`src/rtl/sch_pkg.sv`:
```
`default_nettype none
// ---------------------------------------------------------------------------
// sch_pkg
// Command codes, register map and result layout for the serial command handler.
// ---------------------------------------------------------------------------
package sch_pkg;

    localparam logic [7:0]  CMD_ON       = 8'hA0;
    localparam logic [7:0]  CMD_OFF      = 8'hA1;
    localparam logic [7:0]  CMD_REF      = 8'hA2;
    localparam logic [7:0]  CMD_MEAS     = 8'hA3;

    localparam logic [15:0] PERIOD_RESET = 16'd9614;

    // register index (byte address bit 2)
    localparam logic        REG_PWM_PERIOD = 1'b0;

    localparam int unsigned IN_W  = 24;
    localparam int unsigned OUT_W = 64;

    typedef struct packed {
        logic [15:0] period_value;
        logic        period_load;
        logic        pwm_enable;
        logic [15:0] ref_value;
        logic        ref_valid;
        logic [15:0] coef_value;
        logic [2:0]  coef_index;
        logic        coef_valid;
        logic [7:0]  tx_byte;
        logic        tx_valid;
    } result_t;

endpackage
`default_nettype wire

```
`src/rtl/serial_command_handler_unit.sv`:
```
`default_nettype none
// ---------------------------------------------------------------------------
// serial_command_handler_unit
// Decodes received serial bytes into echoes, coefficient and reference writes,
// PWM enable/period control and measurement replies.
// ---------------------------------------------------------------------------
// Channel   Dir  Handshake                 Content
// s_axis    in   s_axis_tvalid/tready      rx byte + measured output sample
// m_axis    out  m_axis_tvalid/tready      one result per input transfer
// apb       in   psel/penable/pready       pwm_period register at 0x0
//
// Each transfer passes an input register and a result register, with the
// single decode step between them: one transfer per cycle sustained while
// m_axis_tready stays high. A full input register holds while the result
// register waits on m_axis_tready. Reset clears the command state, the PWM
// enable and both valid flags, and loads pwm_period with 9614.
// ---------------------------------------------------------------------------
module serial_command_handler_unit #(
    parameter int unsigned NUM_COEFS = 5
) (
    input  wire logic                     clk,
    input  wire logic                     rst_n,
    // rx_byte [7:0], measured_output [23:8]
    input  wire logic [sch_pkg::IN_W-1:0] s_axis_tdata,
    input  wire logic                     s_axis_tvalid,
    output logic                          s_axis_tready,
    // tx_valid [0], tx_byte [8:1], coef_valid [9], coef_index [12:10],
    // coef_value [28:13], ref_valid [29], ref_value [45:30], pwm_enable [46],
    // period_load [47], period_value [63:48]
    output logic [sch_pkg::OUT_W-1:0]     m_axis_tdata,
    output logic                          m_axis_tvalid,
    input  wire logic                     m_axis_tready,
    input  wire logic                     psel,
    input  wire logic                     penable,
    input  wire logic                     pwrite,
    input  wire logic [2:0]               paddr,
    input  wire logic [31:0]              pwdata,
    output logic [31:0]                   prdata,
    output logic                          pready
);
    import sch_pkg::*;

    localparam int unsigned LAST_STEP = 2 * NUM_COEFS + 1;
    localparam int unsigned STEP_W    = $clog2(LAST_STEP + 1);

    typedef enum logic [1:0] {
        ST_IDLE,
        ST_ON,
        ST_REF,
        ST_MEAS
    } state_t;

    state_t              state_reg, state_next;
    logic [STEP_W-1:0]   step_reg, step_next;
    logic [7:0]          low_hold_reg, low_hold_next;
    logic [2:0]          coef_cnt_reg, coef_cnt_next;
    logic [7:0]          reply_hold_reg, reply_hold_next;
    logic                pwm_on_reg, pwm_on_next;
    logic [15:0]         period_reg;

    logic                in_valid_reg;
    logic [IN_W-1:0]     in_data_reg;
    logic                out_valid_reg;
    result_t             out_reg;
    result_t             res_next;
    logic                advance;

    logic [7:0]          rx;
    logic [15:0]         meas;

    // ---------------- configuration ----------------
    assign pready = 1'b1;
    assign prdata = (paddr[2] == REG_PWM_PERIOD) ? {16'd0, period_reg} : 32'd0;

    always_ff @(posedge clk or negedge rst_n)
    begin
        if (!rst_n)
        begin
            period_reg <= PERIOD_RESET;
        end
        else if (psel && penable && pwrite && pready && (paddr[2] == REG_PWM_PERIOD))
        begin
            period_reg <= pwdata[15:0];
        end
    end

    // ---------------- handshake ----------------
    assign advance       = in_valid_reg && (!out_valid_reg || m_axis_tready);
    assign s_axis_tready = !in_valid_reg || advance;
    assign m_axis_tvalid = out_valid_reg;
    assign m_axis_tdata  = out_reg;

    assign rx   = in_data_reg[7:0];
    assign meas = in_data_reg[23:8];

    // ---------------- decode ----------------
    always_comb
    begin
        state_next      = state_reg;
        step_next       = step_reg;
        low_hold_next   = low_hold_reg;
        coef_cnt_next   = coef_cnt_reg;
        reply_hold_next = reply_hold_reg;
        pwm_on_next     = pwm_on_reg;
        res_next        = '0;

        unique case (state_reg)
            ST_IDLE:
            begin
                case (rx)
                    CMD_ON:
                    begin
                        res_next.tx_valid = 1'b1;
                        res_next.tx_byte  = CMD_ON;
                        step_next         = STEP_W'(1);
                        coef_cnt_next     = 3'd0;
                        state_next        = ST_ON;
                    end
                    CMD_OFF:
                    begin
                        pwm_on_next = 1'b0;
                    end
                    CMD_REF:
                    begin
                        res_next.tx_valid = 1'b1;
                        res_next.tx_byte  = CMD_REF;
                        step_next         = STEP_W'(1);
                        state_next        = ST_REF;
                    end
                    CMD_MEAS:
                    begin
                        // high reply is measured>>>10, both replies gated by PWM
                        res_next.tx_valid = 1'b1;
                        res_next.tx_byte  = pwm_on_reg ?
                                            {meas[15], meas[15], meas[15:10]} : 8'd0;
                        reply_hold_next   = pwm_on_reg ? meas[9:2] : 8'd0;
                        state_next        = ST_MEAS;
                    end
                    default:
                    begin
                        // drop unknown bytes, stay idle
                    end
                endcase
            end
            ST_ON:
            begin
                if (step_reg < STEP_W'(LAST_STEP))
                begin
                    if (step_reg[0])
                    begin
                        low_hold_next = rx;
                    end
                    else
                    begin
                        res_next.coef_valid = 1'b1;
                        res_next.coef_index = coef_cnt_reg;
                        res_next.coef_value = {rx, low_hold_reg};
                        coef_cnt_next       = coef_cnt_reg + 3'd1;
                    end
                    step_next         = step_reg + STEP_W'(1);
                    res_next.tx_valid = 1'b1;
                    res_next.tx_byte  = CMD_ON;
                end
                else
                begin
                    // period byte: consume it, load period from pwm_period, enable PWM
                    res_next.period_load  = 1'b1;
                    res_next.period_value = period_reg;
                    pwm_on_next           = 1'b1;
                    step_next             = '0;
                    coef_cnt_next         = 3'd0;
                    state_next            = ST_IDLE;
                end
            end
            ST_REF:
            begin
                if (step_reg == STEP_W'(1))
                begin
                    low_hold_next     = rx;
                    step_next         = STEP_W'(2);
                    res_next.tx_valid = 1'b1;
                    res_next.tx_byte  = CMD_REF;
                end
                else
                begin
                    res_next.ref_valid = 1'b1;
                    res_next.ref_value = {rx, low_hold_reg};
                    step_next          = '0;
                    state_next         = ST_IDLE;
                end
            end
            ST_MEAS:
            begin
                res_next.tx_valid = 1'b1;
                res_next.tx_byte  = reply_hold_reg;
                state_next        = ST_IDLE;
            end
            default:
            begin
                state_next = ST_IDLE;
            end
        endcase

        res_next.pwm_enable = pwm_on_next;
    end

    // ---------------- registers ----------------
    always_ff @(posedge clk or negedge rst_n)
    begin
        if (!rst_n)
        begin
            state_reg      <= ST_IDLE;
            step_reg       <= '0;
            low_hold_reg   <= 8'd0;
            coef_cnt_reg   <= 3'd0;
            reply_hold_reg <= 8'd0;
            pwm_on_reg     <= 1'b0;
            in_valid_reg   <= 1'b0;
            out_valid_reg  <= 1'b0;
        end
        else
        begin
            if (s_axis_tready)
            begin
                in_valid_reg <= s_axis_tvalid;
            end
            if (advance)
            begin
                state_reg      <= state_next;
                step_reg       <= step_next;
                low_hold_reg   <= low_hold_next;
                coef_cnt_reg   <= coef_cnt_next;
                reply_hold_reg <= reply_hold_next;
                pwm_on_reg     <= pwm_on_next;
                out_valid_reg  <= 1'b1;
            end
            else if (m_axis_tready)
            begin
                out_valid_reg <= 1'b0;
            end
        end
    end

    // payload registers
    always_ff @(posedge clk)
    begin
        if (s_axis_tready && s_axis_tvalid)
        begin
            in_data_reg <= s_axis_tdata;
        end
        if (advance)
        begin
            out_reg <= res_next;
        end
    end

endmodule
`default_nettype wire
```
`config.mk`:
```
export PLATFORM = sky130hd
export DESIGN_NAME = serial_command_handler_unit
export DESIGN_NICKNAME = d
export VERILOG_FILES = /design/src/rtl/sch_pkg.sv /design/src/rtl/serial_command_handler_unit.sv
export SDC_FILE = /design/constraint.sdc
export NUM_CORES = 1
export LEC_CHECK = 0
export BUFFER_PORTS_ARGS = -buffer_cell sky130_fd_sc_hd__buf_2
export CORE_ASPECT_RATIO = 0.75
export CORE_UTILIZATION = 46
export DETAILED_ROUTE_END_ITERATION = 8
export GPL_ROUTABILITY_DRIVEN = 0
export HOLD_SLACK_MARGIN = 0.05
export MAX_ROUTING_LAYER = met4
export PLACE_DENSITY = 0.73
export SYNTH_ARGS = -nofsm -noshare
export SYNTH_HDL_FRONTEND = slang
export SYNTH_SLANG_ARGS = --single-unit
```
`constraint.sdc`:
```
create_clock -name clk -period 2.56 [get_ports clk]
set_input_delay 0.128 -clock clk [delete_from_list [all_inputs] [get_ports clk]]
set_output_delay 0.128 -clock clk [all_outputs]
set_load 0.005 [all_outputs]
```
-- Word-level counts from Yosys, hierarchy flattened
Index checks and enable logic that the tools add are counted.
- flip-flop bits (word level): 132
- input port bits: 66
- output and inout port bits: 99
- word-level logic and storage cells: 99
- add/subtract/negate cells: 2
- $lt $le $gt $ge: 1
- equality and inequality tests: 17
- mux-type cells: 31
- bitwise gates (word level): 4
- reduce and logical (&&, ||, !) cells: 24
- operators with widths (cell ; number):
    $mux W8 ; 5
    $pmux W9 S4 ; 1
    $eq A8 B8 Y1 const B ; 4
    $pmux W9 S3 ; 1
    $mux W9 ; 2
    $mux W16 ; 1
    $pmux W8 S2 ; 1
    $ne A2 B2 Y1 const B ; 6
    $pmux W4 S3 ; 1
    $mux W3 ; 3
    $mux W4 ; 2
    $pmux W2 S4 ; 1
    $reduce_and A4 Y1 ; 2
    $mux W1 ; 7
    $mux W2 ; 3
    $pmux W2 S3 ; 1
    $pmux W3 S2 ; 1
    $reduce_and A3 Y1 ; 2
    $reduce_bool A2 Y1 ; 3
    $reduce_or A2 Y1 ; 3
    $logic_and A1 B1 Y1 ; 5
    $reduce_and A5 Y1 ; 1
    $add A4 B1 Y4 const B ; 1
    $eq A2 B2 Y1 const B ; 2
    other kinds (15) ; 20

-- Longest topological paths before layout
- depth in word-level cells: 5
- mapped depth: 7
- gate-level depth less buffers: 7

-- Worst setup path before layout
OpenSTA, ideal clock, no wires.
- path kind: reg2reg
- from: register out_valid_reg, in the netlist m_axis_tvalid
- to: register step_reg[0]
- library setup time: 125 ps
- arrival time: 2650 ps
- path slack: -215 ps
- cell stages (with the launch flop): 6
- buffers on the path: 0
- clock period less this slack: 2775 ps
- path through: dfrtp_1 nand2b_1 nand2_1 inv_1 and3_1 mux2_2
- cells in the longest elaborated chain, start to end: 4
- ends and longest elaborated chain (item ; line ; text):
    start: declaration ; serial_command_handler_unit.sv:63 ; logic out_valid_reg;
    start signal: assignment ; serial_command_handler_unit.sv:219 ; out_valid_reg <= 1'b0;
    start signal: assignment ; serial_command_handler_unit.sv:235 ; out_valid_reg <= 1'b1;
    start signal: assignment ; serial_command_handler_unit.sv:239 ; out_valid_reg <= 1'b0;
    $logic_not A1 Y1 ; serial_command_handler_unit.sv:88 ; assign advance = in_valid_reg && (!out_valid_reg || m_axis_tready);
    $logic_or A1 B1 Y1 ; serial_command_handler_unit.sv:88 ;
    $logic_and A1 B1 Y1 ; serial_command_handler_unit.sv:88 ;
    named net advance ; serial_command_handler_unit.sv:66 ; logic advance;
    $reduce_and A3 Y1 (no line) ; -- ;
    end signal: assignment ; serial_command_handler_unit.sv:230 ; step_reg <= step_next;
    end: declaration ; serial_command_handler_unit.sv:54 ; logic [STEP_W-1:0] step_reg, step_next;
The timed path passes the listed nets, and every way through them passes these cells.
A chain may end at the register's enable or synchronous reset.

-- Final worst setup path
- from: register step_reg[0]
- to: register out_reg, in the netlist m_axis_tdata[19] (data pin)
- cells in the longest elaborated chain, start to end: 3
- ends and longest elaborated chain (item ; line ; text):
    $lt A4 B4 Y1 ; serial_command_handler_unit.sv:147 ; if (step_reg < STEP_W'(LAST_STEP))
    $not A1 Y1 (no line) ; -- ;
    $reduce_or A3 Y1 (no line) (*) ; -- ;
    end signal: assignment ; serial_command_handler_unit.sv:253 ; out_reg <= res_next;
    end: declaration ; serial_command_handler_unit.sv:64 ; result_t out_reg;
Mark *: on every way between the ends. The rest lies on a longest branch, timed or not.

==> summary.txt <==
Clocking
  • Count of cells resized by post-cts repair: 0
  • Number of H-tree levels: 4
  • Insertion delay of the later-clocked pin in the worst-skew pair: 0.41 ns
  • CTS tree: yes
  • Total CTS buffers: 17
  • Reg clk slew, reported paths: 0.06 ns
  • Root Buffer Master: sky130_fd_sc_hd__clkbuf_16
  • Maximum buffer depth of the clock tree: 2
  • Clock Sink Count: 130

STA
  • RSZ-0062 raised after global routing: no
  • Worst hold slack: 0.0752 ns
  • Count of final max-slew check failures: 0
  • Fmax: 440 MHz
  • Count of endpoints failing hold in the final timing report: 0
  • Transition time at the pin with the least slew margin: about 1.1 ns
  • Final Cycle Share: 88.8%
  • Setup Total Neg Slack: 0 ns
  • Worst max-slew margin expressed relative to the limit: 29.2%
  • Post-route clock skew: about 0.011 ns
  • Clock period minus final worst setup slack: roughly 2.3 ns
  • Number of setup violations in the final report: 0

Final layout
  • Fraction of final layout cells sized beyond drive strength 1: 35.1%
  • Area overhead of the layout relative to synthesis: 32.9%
  • Nets@finish: between 600 and 700
  • Max reg flops: 64
  • Reg area: 3690 µm²
  • Ant. Diodes: 0
  • Final cell area excluding filler cells: 7210 µm²
  • Post-layout utilization of the core: 64.5%
  • Filler cells: 855
  • Multi-input gate area: 1560 µm²

Synth
  • Post-synthesis instance area: about 5400 µm²
  • Cells after Synth: 382
  • Total number of yosys warnings: 0
  • Cell variety after synth: 47
  • Top-area cell type share of the netlist area: 47.6%
  • Post-synth top flop: sky130_fd_sc_hd__edfxtp_1
  • Share of synthesized registers carrying an async set or reset: 33.8%
  • Post-synth top area cell: sky130_fd_sc_hd__edfxtp_1
  • Most instantiated cells after synthesis: sky130_fd_sc_hd__edfxtp_1 (86), sky130_fd_sc_hd__dfrtp_1 (37), sky130_fd_sc_hd__and2_1 (34), sky130_fd_sc_hd__o21ai_0 (24)
  • Mean cell area of the mapped netlist: 14.2 µm²
  • Share of the yosys chip area belonging to registers: 68.0%
  • Most frequently used cell type in the post-synthesis netlist: sky130_fd_sc_hd__edfxtp_1
  • Number of synthesized flops with an enable pin: 86
  • Flop and latch count out of synthesis: 130
  • Synth area leaders: sky130_fd_sc_hd__edfxtp_1 (48%), sky130_fd_sc_hd__dfrtp_1 (17%), sky130_fd_sc_hd__mux2_2 (3.9%)

Setup path
  • Crit path cell chain: ha_1, o21a_1, buf_4, or3_1, inv_1, and2_1
  • Cell with the largest stage delay on the worst path: sky130_fd_sc_hd__dfrtp_1
  • Critical path required time: around 2.8 ns
  • Worst Setup Path Type: reg2reg
  • Data arrival at the endpoint of the critical path: between 2 and 3 ns
  • Number of cells on the worst reg-to-reg path: 6
  • Slowest stage delay, CP: 0.45 ns
  • Worst setup SP type: flop
  • Max Fanout on Critical Path: 21
  • Kind of capture point of the worst setup path: flop

Drt
  • Initial DRC count: 231
  • Total wire length: ~11 mm
  • DRT Pass-1 Iters: 4
  • Number of nets with antenna violations after routing: 0
  • DR DRC count: 0
  • Routed WL per cell: between 15 and 20 µm
  • Via count of the routed design: 3591
  • Vias per cell: 4.93

Die
  • Placement Rows: 33
  • Core region area: around 11000 µm²
  • Die boundary height: 96.1 µm
  • Horizontal extent of the die: 127 µm
  • Starting density of the core: 48.5%
  • Area of the die: 12200 µm²
  • Number of top-level design ports: 165

Power and ir drop
  • Peak supply drop: 0.513 mV
  • Power per standard cell area: slightly below 900 nW/µm²
  • Static Leak: 0.00318 µW
  • PnR Total Power: 6370 µW

Placement
  • Estimated wirelength of the detail-placed design: 7.30 mm
  • Buffers added on ports: 127
  • Dpl cell area: 6190 µm²

GRT
  • Antenna violations before repair: 0
  • Wire length of the first global-routing pass: 17.6 mm
  • Gr usage total: 20.2%
  • Vias in the first global route: 3426
  • Overflow left after global routing: 0
  • Largest net degree at the start of global routing: 48

Run status
  • Status: finished clean

Min path
  • Hold Path Stages: 3
  • Classification of the worst-slack hold path: in2reg

Flow run
  • Number of violations of the max-capacitance limit: 0
[area by class of cell]
| type | count | share of cell area, % |
|---|---|---|
| sequential | 130 | 51.2 |
| inverter | 12 | 0.676 |
| multi-input combinational | 224 | 21.6 |
| clock inverter | 13 | 2.57 |
| timing repair buffer | 174 | 15.3 |
| clock buffer | 19 | 6.00 |
| tap | 157 | 2.72 |
[per-stage QoR]
| step | worst slack, ns | cells |
|---|---|---|
| detailed placement | 0.306 | 656 |
| finish | 0.286 | 729 |
| CTS | 0.296 | 729 |
| global placement | 0.340 | 656 |
| global route | 0.0972 | 729 |
| floorplan | 0.159 | 397 |
[power breakdown]
group,internal [µW],total (µW),switching [µW]
Sequential,2630,2810,184
Clock,1630,2510,878
Combinational,551,1050,494
[per-layer routing]
metal | vias to the layer above | share of wire (%) | GRT usage [%]
met1 | 1738 | 45 | 25.0
met5 | - | 0 | -
met4 | 0 | 1.0 | 7.44
met2 | 129 | 49 | 32.1
met3 | 14 | 5.2 | 5.50
li1 | 1710 | - | -
[kinds of logic after synthesis]
family	Yosys count	share of synthesized area [%]
AOI/OAI and AO/OA	48	5.67
adders and majority gates	8	1.84
buffers and inverters	43	4.36
DFF	130	68.0
muxes	27	6.16
other	2	0.138
and+or+nand+nor	124	13.8
[what timing repair did]
| item | 4_1_cts | 5_1_grt |
|---|---|---|
| hold buffers | 41 | 0 |
| setup buffers | 0 | 0 |
| hold endpoints to repair | 76 | 0 |
[layout by cell type (no fill, tap or decap), types with 7 or more instances in the layout]
cell                            netlist  final
sky130_fd_sc_hd__mux2_4               8      8
sky130_fd_sc_hd__edfxtp_1            86     86
sky130_fd_sc_hd__nand3_1              8      8
sky130_fd_sc_hd__conb_1               2     17
sky130_fd_sc_hd__dfrtp_1             37     37
sky130_fd_sc_hd__clkbuf_16            0     17
sky130_fd_sc_hd__inv_1               12     11
sky130_fd_sc_hd__mux2_2              19     19
sky130_fd_sc_hd__nor2b_1             19     19
sky130_fd_sc_hd__ha_1                 8      8
sky130_fd_sc_hd__buf_2                3    127
sky130_fd_sc_hd__dlygate4sd3_1        0     41
sky130_fd_sc_hd__dfstp_2              7      7
sky130_fd_sc_hd__nand2_1             17     17
sky130_fd_sc_hd__o21ai_0             24     24
sky130_fd_sc_hd__and3_1              19     19
sky130_fd_sc_hd__and2_1              34     34
[worst max-delay path, delay by kind of cell, from the launching register on]
kind | cells | cell delay, ns
adder cells (fa/ha/maj) | 1 | 0.27
AO/OA/AOI/OAI | 1 | 0.20
flip-flops | 1 | 0.45
AND/OR/NAND/NOR | 2 | 0.62
buffers and inverters | 2 | 0.61
[final timing paths]
path                            startpoint               end  slack (ns)
setup / recovery               step_reg[0]  m_axis_tdata[19]        0.29
hold / removal               m_axis_tready     m_axis_tvalid        0.08
setup reg to reg               step_reg[0]  m_axis_tdata[19]        0.29
hold reg to reg            coef_cnt_reg[0]   coef_cnt_reg[0]        0.52
max in group asynchronous            rst_n   low_hold_reg[4]        1.45
min in group asynchronous            rst_n     period_reg[6]        0.43
Note: power is estimated with default switching activity, not from simulation.
